==> src/sv/smla_pkg.sv <==
// shared types and constants of the scaled moving average limit unit
package smla_pkg;

    localparam int DEF_MAX_WINDOW = 64;
    localparam int QUEUE_DEPTH    = 2;
    localparam int CFG_INDEX_W    = 3;
    localparam int CFG_DATA_W     = 24;

    localparam logic [CFG_INDEX_W-1:0] REG_RAW_ORIGIN    = 3'd0;
    localparam logic [CFG_INDEX_W-1:0] REG_OUT_ORIGIN    = 3'd1;
    localparam logic [CFG_INDEX_W-1:0] REG_GAIN          = 3'd2;
    localparam logic [CFG_INDEX_W-1:0] REG_WINDOW_LENGTH = 3'd3;
    localparam logic [CFG_INDEX_W-1:0] REG_LOW_LIMIT     = 3'd4;
    localparam logic [CFG_INDEX_W-1:0] REG_HIGH_LIMIT    = 3'd5;
    localparam logic [CFG_INDEX_W-1:0] REG_LIMIT_ENABLE  = 3'd6;

    localparam logic [11:0]        RST_RAW_ORIGIN    = 12'd2170;
    localparam logic signed [15:0] RST_OUT_ORIGIN    = -16'sd12616;
    localparam logic signed [23:0] RST_GAIN          = 24'sd915571;
    localparam logic [6:0]         RST_WINDOW_LENGTH = 7'd50;
    localparam logic signed [15:0] RST_LOW_LIMIT     = -16'sd9830;
    localparam logic signed [15:0] RST_HIGH_LIMIT    = 16'sd13517;
    localparam logic               RST_LIMIT_ENABLE  = 1'b1;

    localparam logic signed [21:0] SAMPLE_MAX = 22'sd32767;
    localparam logic signed [21:0] SAMPLE_MIN = -22'sd32768;

    typedef struct packed {
        logic [11:0]        raw_origin;
        logic signed [15:0] out_origin;
        logic signed [23:0] gain;
        logic [6:0]         window_length;
        logic signed [15:0] low_limit;
        logic signed [15:0] high_limit;
        logic               limit_enable;
    } smla_cfg_t;

endpackage

==> src/sv/scaled_moving_average_limit_unit.sv <==
// top level of the scaled moving average limit unit
//
//   channel  | handshake               | payload
//   ---------+-------------------------+----------------------------------
//   input    | in_valid / in_stall     | raw_sample
//   output   | out_valid / out_stall   | mean_value, fault_latched
//   config   | cfg_valid / cfg_ready   | cfg_index, cfg_data
//
// an item passes the back end through the states idle, update, divide and done;
// the divide state runs the bit-serial divider of sum over fill count.
// the front end scales the next item and queues it while the back end works.
// reset clears the sum, fill count, ring pointer and fault; the sample ring
// needs no clearing since an entry is read only after it was written.
// a stalled output holds its item; the back end waits in its last step.
module scaled_moving_average_limit_unit
    import smla_pkg::*;
#(
    parameter int MAX_WINDOW = DEF_MAX_WINDOW
)
(
    input  logic                   clk,
    input  logic                   rst_n,
    input  logic                   in_valid,
    output logic                   in_stall,
    input  logic [11:0]            raw_sample,
    output logic                   out_valid,
    input  logic                   out_stall,
    output logic signed [15:0]     mean_value,
    output logic                   fault_latched,
    input  logic                   cfg_valid,
    output logic                   cfg_ready,
    input  logic [CFG_INDEX_W-1:0] cfg_index,
    input  logic [CFG_DATA_W-1:0]  cfg_data
);

    smla_cfg_t          cfg_reg;
    smla_cfg_t          cfg_next;
    logic               cfg_wr;
    logic               restart;
    logic               q_wr;
    logic signed [15:0] q_wr_data;
    logic               q_full;
    logic               q_pop;
    logic               q_valid;
    logic signed [15:0] q_rd_data;

    assign cfg_ready = 1'b1;
    assign cfg_wr    = cfg_valid && cfg_ready;
    assign restart   = cfg_wr && (cfg_index == REG_WINDOW_LENGTH);

    always_comb
    begin
        cfg_next = cfg_reg;
        if (cfg_wr)
        begin
            unique case (cfg_index)
                REG_RAW_ORIGIN:    cfg_next.raw_origin    = cfg_data[11:0];
                REG_OUT_ORIGIN:    cfg_next.out_origin    = cfg_data[15:0];
                REG_GAIN:          cfg_next.gain          = cfg_data[23:0];
                REG_WINDOW_LENGTH: cfg_next.window_length = cfg_data[6:0];
                REG_LOW_LIMIT:     cfg_next.low_limit     = cfg_data[15:0];
                REG_HIGH_LIMIT:    cfg_next.high_limit    = cfg_data[15:0];
                REG_LIMIT_ENABLE:  cfg_next.limit_enable  = cfg_data[0];
                default:           cfg_next = cfg_reg;
            endcase
        end
    end

    always_ff @(posedge clk or negedge rst_n)
    begin
        if (!rst_n)
        begin
            cfg_reg.raw_origin    <= RST_RAW_ORIGIN;
            cfg_reg.out_origin    <= RST_OUT_ORIGIN;
            cfg_reg.gain          <= RST_GAIN;
            cfg_reg.window_length <= RST_WINDOW_LENGTH;
            cfg_reg.low_limit     <= RST_LOW_LIMIT;
            cfg_reg.high_limit    <= RST_HIGH_LIMIT;
            cfg_reg.limit_enable  <= RST_LIMIT_ENABLE;
        end
        else
        begin
            cfg_reg <= cfg_next;
        end
    end

    smla_front u_front (
        .clk        (clk),
        .rst_n      (rst_n),
        .cfg        (cfg_reg),
        .in_valid   (in_valid),
        .in_stall   (in_stall),
        .raw_sample (raw_sample),
        .q_full     (q_full),
        .q_wr       (q_wr),
        .q_wr_data  (q_wr_data)
    );

    smla_fifo u_fifo (
        .clk       (clk),
        .rst_n     (rst_n),
        .wr        (q_wr),
        .wr_data   (q_wr_data),
        .full      (q_full),
        .rd        (q_pop),
        .not_empty (q_valid),
        .rd_data   (q_rd_data)
    );

    smla_back #(
        .MAX_WINDOW (MAX_WINDOW)
    ) u_back (
        .clk           (clk),
        .rst_n         (rst_n),
        .cfg           (cfg_reg),
        .restart       (restart),
        .q_valid       (q_valid),
        .q_data        (q_rd_data),
        .q_pop         (q_pop),
        .out_valid     (out_valid),
        .out_stall     (out_stall),
        .mean_value    (mean_value),
        .fault_latched (fault_latched)
    );

    // the queue is never written while full
    a_no_overflow: assert property (@(posedge clk) disable iff (!rst_n)
        !(q_wr && q_full))
        else $error("queue written while full");

    // the queue is never read while empty
    a_no_underflow: assert property (@(posedge clk) disable iff (!rst_n)
        !(q_pop && !q_valid))
        else $error("queue read while empty");

    // fault is sticky until reset
    a_fault_sticky: assert property (@(posedge clk) disable iff (!rst_n)
        fault_latched |=> fault_latched)
        else $error("fault flag cleared without reset");

endmodule

==> src/sv/smla_front.sv <==
// front end: takes raw samples and scales them to signed Q3.12
module smla_front
    import smla_pkg::*;
(
    input  logic               clk,
    input  logic               rst_n,
    input  smla_cfg_t          cfg,
    input  logic               in_valid,
    output logic               in_stall,
    input  logic [11:0]        raw_sample,
    input  logic               q_full,
    output logic               q_wr,
    output logic signed [15:0] q_wr_data
);

    logic               p_valid_reg;
    logic               p_valid_next;
    logic signed [36:0] prod_reg;
    logic signed [36:0] prod_next;
    logic signed [12:0] diff;
    logic signed [20:0] shifted;
    logic signed [21:0] sum_wide;
    logic               take;

    assign diff      = $signed({1'b0, raw_sample}) - $signed({1'b0, cfg.raw_origin});
    assign prod_next = 37'($signed(cfg.gain)) * 37'(diff);

    assign q_wr     = p_valid_reg && !q_full;
    assign in_stall = p_valid_reg && !q_wr;
    assign take     = in_valid && !in_stall;

    always_comb
    begin
        p_valid_next = p_valid_reg;
        if (take)
        begin
            p_valid_next = 1'b1;
        end
        else if (q_wr)
        begin
            p_valid_next = 1'b0;
        end
    end

    // floor shift by 16, then offset and clamp to 16 bits
    always_comb
    begin
        shifted  = prod_reg[36:16];
        sum_wide = 22'($signed(cfg.out_origin)) + 22'(shifted);
        if (sum_wide > SAMPLE_MAX)
        begin
            q_wr_data = SAMPLE_MAX[15:0];
        end
        else if (sum_wide < SAMPLE_MIN)
        begin
            q_wr_data = SAMPLE_MIN[15:0];
        end
        else
        begin
            q_wr_data = sum_wide[15:0];
        end
    end

    always_ff @(posedge clk or negedge rst_n)
    begin
        if (!rst_n)
        begin
            p_valid_reg <= 1'b0;
        end
        else
        begin
            p_valid_reg <= p_valid_next;
        end
    end

    always_ff @(posedge clk)
    begin
        if (take)
        begin
            prod_reg <= prod_next;
        end
    end

endmodule

==> src/sv/smla_fifo.sv <==
// short queue of scaled samples between front and back
module smla_fifo
    import smla_pkg::*;
(
    input  logic               clk,
    input  logic               rst_n,
    input  logic               wr,
    input  logic signed [15:0] wr_data,
    output logic               full,
    input  logic               rd,
    output logic               not_empty,
    output logic signed [15:0] rd_data
);

    localparam int PTR_W   = (QUEUE_DEPTH > 1) ? $clog2(QUEUE_DEPTH) : 1;
    localparam int COUNT_W = $clog2(QUEUE_DEPTH + 1);

    logic signed [15:0] entry_reg [QUEUE_DEPTH];
    logic [PTR_W-1:0]   wr_ptr_reg;
    logic [PTR_W-1:0]   wr_ptr_next;
    logic [PTR_W-1:0]   rd_ptr_reg;
    logic [PTR_W-1:0]   rd_ptr_next;
    logic [COUNT_W-1:0] count_reg;
    logic [COUNT_W-1:0] count_next;

    assign full      = (count_reg == COUNT_W'(QUEUE_DEPTH));
    assign not_empty = (count_reg != '0);
    assign rd_data   = entry_reg[rd_ptr_reg];

    always_comb
    begin
        wr_ptr_next = wr_ptr_reg;
        rd_ptr_next = rd_ptr_reg;
        count_next  = count_reg;
        if (wr)
        begin
            wr_ptr_next = (wr_ptr_reg == PTR_W'(QUEUE_DEPTH - 1)) ? '0 : wr_ptr_reg + 1'b1;
        end
        if (rd)
        begin
            rd_ptr_next = (rd_ptr_reg == PTR_W'(QUEUE_DEPTH - 1)) ? '0 : rd_ptr_reg + 1'b1;
        end
        if (wr && !rd)
        begin
            count_next = count_reg + 1'b1;
        end
        else if (rd && !wr)
        begin
            count_next = count_reg - 1'b1;
        end
    end

    always_ff @(posedge clk or negedge rst_n)
    begin
        if (!rst_n)
        begin
            wr_ptr_reg <= '0;
            rd_ptr_reg <= '0;
            count_reg  <= '0;
        end
        else
        begin
            wr_ptr_reg <= wr_ptr_next;
            rd_ptr_reg <= rd_ptr_next;
            count_reg  <= count_next;
        end
    end

    always_ff @(posedge clk)
    begin
        if (wr)
        begin
            entry_reg[wr_ptr_reg] <= wr_data;
        end
    end

endmodule

==> src/sv/smla_back.sv <==
// back end: sample ring, running sum, bit-serial divider and limit check
module smla_back
    import smla_pkg::*;
#(
    parameter int MAX_WINDOW = DEF_MAX_WINDOW
)
(
    input  logic               clk,
    input  logic               rst_n,
    input  smla_cfg_t          cfg,
    input  logic               restart,
    input  logic               q_valid,
    input  logic signed [15:0] q_data,
    output logic               q_pop,
    output logic               out_valid,
    input  logic               out_stall,
    output logic signed [15:0] mean_value,
    output logic               fault_latched
);

    localparam int PTR_W  = $clog2(MAX_WINDOW);
    localparam int FILL_W = $clog2(MAX_WINDOW + 1);
    localparam int CNT_W  = (FILL_W > 7) ? FILL_W : 7;
    localparam int SUM_W  = 17 + PTR_W;
    localparam int DCNT_W = $clog2(SUM_W + 1);

    localparam logic [1:0] ST_IDLE = 2'd0;
    localparam logic [1:0] ST_UPD  = 2'd1;
    localparam logic [1:0] ST_DIV  = 2'd2;
    localparam logic [1:0] ST_DONE = 2'd3;

    logic signed [15:0] store_mem [MAX_WINDOW];

    logic [1:0]              state_reg, state_next;
    logic [PTR_W-1:0]        ptr_reg, ptr_next;
    logic [FILL_W-1:0]       fill_reg, fill_next;
    logic signed [SUM_W-1:0] sum_reg, sum_next;
    logic [DCNT_W-1:0]       dcnt_reg, dcnt_next;
    logic                    out_valid_reg, out_valid_next;
    logic                    fault_reg, fault_next;

    logic signed [15:0]      s_reg, rd_reg;
    logic [SUM_W-1:0]        mag_reg, mag_next;
    logic [FILL_W-1:0]       rem_reg, rem_next;
    logic [FILL_W-1:0]       div_reg, div_next;
    logic                    neg_reg, neg_next;
    logic signed [15:0]      mean_reg, mean_next;

    logic [CNT_W-1:0]        wl_ext;
    logic [FILL_W-1:0]       w_eff;
    logic                    full;
    logic [PTR_W:0]          ptr_inc;
    logic signed [SUM_W-1:0] sum_upd;
    logic [FILL_W:0]         sh;
    logic [FILL_W:0]         trial;
    logic                    ge;
    logic [SUM_W-1:0]        quo;
    logic signed [15:0]      mean_c;
    logic                    out_free;

    // window length zero acts as one, above the store depth it is clamped
    always_comb
    begin
        wl_ext = CNT_W'(cfg.window_length);
        if (wl_ext == '0)
        begin
            w_eff = FILL_W'(1);
        end
        else if (wl_ext > CNT_W'(MAX_WINDOW))
        begin
            w_eff = FILL_W'(MAX_WINDOW);
        end
        else
        begin
            w_eff = FILL_W'(wl_ext);
        end
    end

    assign full    = (fill_reg == w_eff);
    assign ptr_inc = {1'b0, ptr_reg} + 1'b1;
    assign sum_upd = sum_reg - (full ? SUM_W'(rd_reg) : '0) + SUM_W'(s_reg);

    // one restoring step per cycle on the magnitude
    assign sh    = {rem_reg, mag_reg[SUM_W-1]};
    assign trial = sh - {1'b0, div_reg};
    assign ge    = !trial[FILL_W];

    assign quo      = neg_reg ? (~mag_reg + 1'b1) : mag_reg;
    assign mean_c   = quo[15:0];
    assign out_free = !out_valid_reg || !out_stall;

    assign q_pop         = (state_reg == ST_IDLE) && q_valid;
    assign out_valid     = out_valid_reg;
    assign mean_value    = mean_reg;
    assign fault_latched = fault_reg;

    always_comb
    begin
        state_next     = state_reg;
        ptr_next       = ptr_reg;
        fill_next      = fill_reg;
        sum_next       = sum_reg;
        dcnt_next      = dcnt_reg;
        out_valid_next = out_valid_reg && out_stall;
        fault_next     = fault_reg;
        mag_next       = mag_reg;
        rem_next       = rem_reg;
        div_next       = div_reg;
        neg_next       = neg_reg;
        mean_next      = mean_reg;

        unique case (state_reg)
            ST_IDLE:
            begin
                if (q_valid)
                begin
                    state_next = ST_UPD;
                end
            end
            ST_UPD:
            begin
                sum_next  = sum_upd;
                fill_next = full ? fill_reg : fill_reg + 1'b1;
                ptr_next  = (ptr_inc == (PTR_W + 1)'(w_eff)) ? '0 : ptr_inc[PTR_W-1:0];
                neg_next  = sum_upd[SUM_W-1];
                mag_next  = sum_upd[SUM_W-1] ? SUM_W'(-sum_upd) : SUM_W'(sum_upd);
                rem_next  = '0;
                div_next  = full ? fill_reg : fill_reg + 1'b1;
                dcnt_next = DCNT_W'(SUM_W);
                state_next = ST_DIV;
            end
            ST_DIV:
            begin
                mag_next  = {mag_reg[SUM_W-2:0], ge};
                rem_next  = ge ? trial[FILL_W-1:0] : sh[FILL_W-1:0];
                dcnt_next = dcnt_reg - 1'b1;
                if (dcnt_reg == DCNT_W'(1))
                begin
                    state_next = ST_DONE;
                end
            end
            ST_DONE:
            begin
                if (out_free)
                begin
                    out_valid_next = 1'b1;
                    mean_next      = mean_c;
                    if (cfg.limit_enable &&
                        (mean_c < cfg.low_limit || mean_c > cfg.high_limit))
                    begin
                        fault_next = 1'b1;
                    end
                    state_next = ST_IDLE;
                end
            end
            default:
            begin
                state_next = ST_IDLE;
            end
        endcase

        // a new window length starts the average over; the fault stays
        if (restart)
        begin
            sum_next  = '0;
            ptr_next  = '0;
            fill_next = '0;
        end
    end

    always_ff @(posedge clk or negedge rst_n)
    begin
        if (!rst_n)
        begin
            state_reg     <= ST_IDLE;
            ptr_reg       <= '0;
            fill_reg      <= '0;
            sum_reg       <= '0;
            dcnt_reg      <= '0;
            out_valid_reg <= 1'b0;
            fault_reg     <= 1'b0;
        end
        else
        begin
            state_reg     <= state_next;
            ptr_reg       <= ptr_next;
            fill_reg      <= fill_next;
            sum_reg       <= sum_next;
            dcnt_reg      <= dcnt_next;
            out_valid_reg <= out_valid_next;
            fault_reg     <= fault_next;
        end
    end

    always_ff @(posedge clk)
    begin
        if (q_pop)
        begin
            s_reg <= q_data;
        end
        if (state_reg == ST_UPD)
        begin
            store_mem[ptr_reg] <= s_reg;
        end
        // oldest entry of the ring, ready by the update cycle
        rd_reg   <= store_mem[ptr_reg];
        mag_reg  <= mag_next;
        rem_reg  <= rem_next;
        div_reg  <= div_next;
        neg_reg  <= neg_next;
        mean_reg <= mean_next;
    end

endmodule
==> config.mk <==
export PLATFORM = sky130hd
export DESIGN_NAME = scaled_moving_average_limit_unit
export DESIGN_NICKNAME = d
export VERILOG_FILES = /design/src/sv/smla_pkg.sv /design/src/sv/scaled_moving_average_limit_unit.sv /design/src/sv/smla_front.sv /design/src/sv/smla_fifo.sv /design/src/sv/smla_back.sv
export SDC_FILE = /design/constraint.sdc
export NUM_CORES = 2
export LEC_CHECK = 0
export BUFFER_PORTS_ARGS = -buffer_cell sky130_fd_sc_hd__buf_4
export CAP_MARGIN = 20
export CORE_MARGIN = 5
export CORE_UTILIZATION = 58
export CTS_CLUSTER_DIAMETER = 80
export DETAILED_ROUTE_END_ITERATION = 10
export PLACE_DENSITY = 0.77
export SYNTH_ARGS = -nofsm -noshare
export SYNTH_HDL_FRONTEND = slang
export SYNTH_SLANG_ARGS = --single-unit
==> constraint.sdc <==
create_clock -name clk -period 7 [get_ports clk]
set_input_delay 0.7 -clock clk [delete_from_list [all_inputs] [get_ports clk]]
set_output_delay 0.7 -clock clk [all_outputs]
set_load 0.05 [all_outputs]
# Yosys cells after proc, flatten, opt, wreduce, memory -nomap -nowiden
# Memories as Yosys holds them, arrays and structs flattened. A register that Yosys moved wholly into a read port is not among the register bits.
# Index checks and enable logic that the tools add are counted.
# word_totals
regBits	233
memories	2
out_inout_bits	20
in_bits	44
elab_cells	134
ram_bits	1056
# mem_list
memory	words	word_bits	read_ports	rd_clocked_by_memory_dff	wr	line_no	text
u_back.store_mem	64	16	1	1	1	smla_back.sv:32	logic signed [15:0] store_mem [MAX_WINDOW];
u_fifo.entry_reg	2	16	1	1	1	smla_fifo.sv:18	logic signed [15:0] entry_reg [QUEUE_DEPTH];
# classes
n_mul	1
addsub	14
mux	35
eq_ne	16
n_lt_le_gt_ge	5
n_reduce_logical	36
bitwise_logic	1
# op_table
operator	n
$mux 23	4
$mux 16	3
$pmux 23 s2	1
$mux 7	6
$mul 24x13->37	1
$add 23x23->23	1
$neg 23->23	1
$sub 23x23->23	1
$add 16x21->22	1
$gt 22x16->1 const B	1
$lt 22x16->1 const B	1
$mux 6	3
$add 16x1->16 const B	1
$gt 16x16->1	1
$lt 16x16->1	1
$not 16->16	1
$reduce_and 2->1	8
$eq 7x7->1	2
$pmux 7 s2	1
$sub 12x12->13	1
$mux 1	10
$mux 2	5
$pmux 5 s2	1
$reduce_bool 2->1	5
other kinds (23)	47

# Logic depth before layout (Yosys ltp)
# logic_depth
depth_word	10
mapped_depth	35
depth_no_buf	34

# By module
# Synthesis repeated with hierarchy kept, for this count alone.
# hier_totals
cells_unflattened	4558
hier_area_um2	63867.5
# by_module_without_submodules
mod	instances	area_per_inst_um2	seq_area_each_um2	cells_per_inst
smla_back	1	46235.6	34297.9	2924
smla_front	1	12552.0	655.6	1365
scaled_moving_average_limit_unit	1	3684.8	2363.5	203
smla_fifo	1	1395.1	1061.0	66

# Least setup slack after synthesis
# Ideal clock, no wire load.
# synth_path
kind	input to register
startpoint	in raw_sample[0]
endpoint	reg u_front.prod_reg[36] (data pin)
stages	34
setup_ps	260
path_buffers	1
t_required_ps	6740
arrival_ps	7838
setup_slack_ps	-1098
path_cell_list	inv_1 ha_1 fa_1 nor2b_1 o21ai_0 a21boi_1 o21ai_0 a21boi_1 o21a_1 o21a_1 o21ai_1 a21oi_1 clkbuf_1 nand2_1 fa_1 fa_1 inv_1 fa_1 fa_1 fa_1 inv_1 fa_1 inv_1 ha_1 a21o_1 a21oi_1 o311a_1 a21oi_1 a31oi_1 o21a_1 o21ai_1 o21a_1 nor2_1 xnor2_1
# synth_via
elab_chain_len	2
# synth_lines
item	line_no	text
start, declared	scaled_moving_average_limit_unit.sv:25	input logic [11:0] raw_sample,
$sub 12x12->13	smla_front.sv:25	assign diff = $signed({1'b0, raw_sample}) - $signed({1'b0, cfg.raw_origin});
$mul 24x13->37	smla_front.sv:26	assign prod_next = 37'($signed(cfg.gain)) * 37'(diff);
named net u_front.prod_next[36]	smla_front.sv:19	logic signed [36:0] prod_next;
end signal, assigned	smla_front.sv:80	prod_reg <= prod_next;
end, declared	smla_front.sv:18	logic signed [36:0] prod_reg;
# The timed path passes the listed nets, and every way through them passes these cells.
# A chain may end at the register's enable or synchronous reset.

# Worst setup path after layout
# layout_path
startpoint	reg cfg_reg[81] in the netlist's numbering
endpoint	reg u_front.prod_reg[36] (data pin)
# layout_via
elab_chain_len	2
# layout_lines
item	line_no	text
start, declared	scaled_moving_average_limit_unit.sv:36	smla_cfg_t cfg_reg;
start signal, assigned	scaled_moving_average_limit_unit.sv:83	cfg_reg <= cfg_next;
$sub 12x12->13	smla_front.sv:25	
$mul 24x13->37	smla_front.sv:26	
named net u_front.prod_next[36]	smla_front.sv:19	
# The timed path passes the listed nets, and every way through them passes these cells.

==> implementation parameters <==
Parameter                              Value

Critical path
  Crit path largest cell delay ... around 0.56 ns
  Arr. time, crit path ... 8.18 ns
  Most used cell along the critical path ... sky130_fd_sc_hd__fa_1
  Crit path max fanout ... 5
  Cell type of the slowest stage on the worst timing path ... sky130_fd_sc_hd__dfstp_2
  CP Data Required Time ... approximately 7.5 ns
  Crit path launch type ... flip-flop
  Endpoint type of the worst setup path ... flip-flop
  Kind of critical path ... flip-flop to flip-flop

Finish
  Most frequent cells in the layout ... sky130_fd_sc_hd__edfxtp_1, sky130_fd_sc_hd__inv_1, sky130_fd_sc_hd__buf_4
  Number of flip-flops under the largest register name ... 1,024
  Signed area change from the synthesized netlist to the final layout ... 13.5%
  Most common cell after layout, fill and taps aside ... sky130_fd_sc_hd__edfxtp_1
  Share of cells above drive strength 1 ... 16.4%
  Filler instances ... roughly 7,200
  # nets final ... between 5,000 and 6,000

Logic synthesis
  Most area-hungry cell type in the Yosys netlist ... sky130_fd_sc_hd__edfxtp_1
  Top flip-flop cell by instance count after synthesis ... sky130_fd_sc_hd__edfxtp_1
  Adder and majority cell fraction of the synthesized area ... a little over an eighth
  Synthesized flop and latch total ... about 1,300
  Synth Area in Compound Gates ... between 10% and 20%
  Post-Syn Area ... about 0.063 sq mm
  Number of synthesized flops with an enable pin ... approximately 1,100
  Post-Synthesis Mean Instance Area ... between 10 and 15 sq um
  Count of cell types in the netlist ... between 70 and 80
  Dominant combinational cell family by area after synthesis ... adder cells
  Proportion of synthesized flip-flops having asynchronous set or reset ... 10.9%
  Mux cell area share after synthesis ... 2.22%
  Post-Synthesis Net Count ... roughly 5,100
  Area share of the largest cell type after synthesis ... between 50% and 60%
  Number of instances in the synthesized netlist ... roughly 4,500
  Area fraction in and, or, nand and nor cells after synthesis ... under 10%
  YS warnings ... 0
  Xor/xnor cell area share of the yosys netlist ... approximately 1.9%
  Leading post-synthesis cells by cell area ... sky130_fd_sc_hd__edfxtp_1, sky130_fd_sc_hd__fa_1, sky130_fd_sc_hd__ha_1
  Sequential-to-total area share from yosys stat ... between 60% and 70%

Global route
  Initial antenna violation count ... 5
  Global-route total usage across every layer ... between 20% and 30%
  Via count of the first global-routing pass ... about 40,000
  Remaining global-route overflow ... 0
  First-pass GRT wire length ... around 240,000 um
  Largest net degree at the start of global routing ... roughly 130

Detailed routing
  Detail-routed net length per standard cell ... around 26 um
  Number of routed nets with antenna violations ... 0
  Pre-antenna DRT Iters ... 8
  Final Routed Wirelength ... about 160,000 um
  Remaining design rule violation count ... 0
  Routed via count divided by cell count ... between 6 and 7
  Starting DRT DRC Count ... roughly 5,400
  Routed vias ... 40,456

Placed design
  HPWL Detailed ... between 90,000 and 100,000 um
  Routability congestion estimate from global placement ... 0.850
  Number of port buffers ... between 60 and 70

Run
  Number of maximum-capacitance constraint violations ... 0

Timing
  RSZ-0062 raised after global routing ... true
  Maximum achievable frequency ... around 0.13 GHz
  Final setup margin ... -0.703 ns
  Final count of hold timing violations ... 0
  Final worst clock skew ... approximately 0.063 ns
  Minimum period implied by the final worst setup slack ... about 7.7 ns
  Pin slew with the least headroom to its limit ... approximately 1.2 ns
  Setup TNS ... -8.83 ns
  Count of pins over their slew limit ... 0
  Fraction of the cycle the final worst path needs ... 110%
  Endpoints failing setup ... 17
  Slew margin rel. ... 21.3%

Die
  Core Region ... around 0.11 sq mm
  Die H ... about 340 um
  Standard-cell rows ... 121
  Initial standard-cell utilization of the core ... between 50% and 60%
  Die footprint ... between 0.1 and 0.15 sq mm
  I/O pins ... 64
  Die X-Extent ... around 340 um

Worst hold path
  Worst hold path class ... input pin to flip-flop

Outcome
  Result of the run ... finished, violations left
  Violated checks ... negative setup slack

Clocking
  Clock tree root buffer cell ... sky130_fd_sc_hd__clkbuf_16
  Maximum number of buffers from clock root to sink ... 3
  TritonCTS clock tree ... done
  Number of H-tree branching levels ... 4
  Clock transition at the registers of the reported paths ... 0.06 ns
  Clock buffer count from CTS ... 130
  Sink count of the clock tree ... around 1,300
  Source-to-sink clock delay at the later pin of the worst-skew pair ... slightly below 0.8 ns
synthesized netlist by cell type (all sizes together), types with 16 or more instances:
library cell and count:
nor3 21, dfrtp 93, nor2 187, ha 190, dfxtp 16, a22o 110
and2 94, a22oi 293, mux2i 27, mux2 100, nand2 281, o21ai 120
edfxtp 1147, a21oi 90, xor2 44, nand4 32, nand2b 43, inv 400
nor4 29, and3 16, nand3 34, a31oi 124, fa 307, a21o 33
buf 31, xnor2 94, nor2b 46, clkbuf 204, dfstp 49, a221oi 114
o21a 20
per-layer routing:
layer,GRT usage [%],vias up,part of all wire (%)
met5,0,-,0.0080
met4,11.4,2,4.5
met3,6.39,427,12
met2,44.8,2625,47
met1,36.9,20244,36
li1,-,17158,-
area by class of cell:
cell class / instances / area (sq um) / share of cell area, %
tap: 1414 / 1770 / 2.48
sequential: 1305 / 38400 / 53.7
inverter: 400 / 1510 / 2.12
clock buffer: 166 / 3430 / 4.80
timing repair buffer: 343 / 2740 / 3.83
clock inverter: 71 / 851 / 1.19
antenna: 1 / 2.50 / 0.00350
multi-input combinational: 2580 / 22800 / 31.9
final timing paths:
path | start | end | slack, ns | depth (start not counted)
min reg2reg | cfg_reg[12] | cfg_reg[12] | 0.51 | 1
max reg2reg | cfg_reg[81] | u_front.prod_reg[36] | -0.70 | 33
max in group asynchronous | rst_n | cfg_reg[62] | 4.92 | 3
max | cfg_reg[81] | u_front.prod_reg[36] | -0.70 | 33
min in group asynchronous | rst_n | u_back.dcnt_reg[3] | 0.52 | 2
min | out_stall | u_back.out_valid | 0.18 | 3
worst max-delay path, delay by kind of cell (launching register included):
family                   cells  cell delay, ns
buffers and inverters        5            0.34
adder cells (fa/ha/maj)      8            3.43
AND/OR/NAND/NOR              4            0.43
flip-flops                   1            0.56
AO/OA/AOI/OAI               14            2.38
XOR/XNOR                     2            0.30
repair_timing:
| action | CTS | global route |
|---|---|---|
| hold endpoints to repair | 18 | 0 |
| pin swaps | 12 | 45 |
| endpoints found under the setup margin | 19 | 21 |
| gates cloned | 1 | 0 |
| setup buffers | 20 | 16 |
| resized for setup | 21 | 88 |
| hold buffers | 1 | 0 |
cell families (layout without fill, tap and decap cells):
logic type,Yosys count,in the layout
DFF,1305,1305
and+or+nand+nor,835,835
AOI/OAI and AO/OA,982,982
muxes,127,127
adders and majority gates,497,497
xor gates and xnor gates,138,138
other,1,2
buffers and inverters,635,980
stage by stage:
step	hold WS (ns)	area [sq um]	util, %	setup WS, ns	cells
floorplan	0.404	63100	-	-0.598	4520
CTS	0.135	71000	65.5	-0.645	6262
detailed placement	0.495	66400	61.3	-1.10	6003
global placement	0.475	66400	61.3	-0.874	6003
finish	0.184	71500	65.9	-0.703	6280
global route	0.174	71500	65.9	-0.956	6279
Power is not shown: default switching activity piles up to over one toggle a cycle in this logic, so the estimate is an artifact.
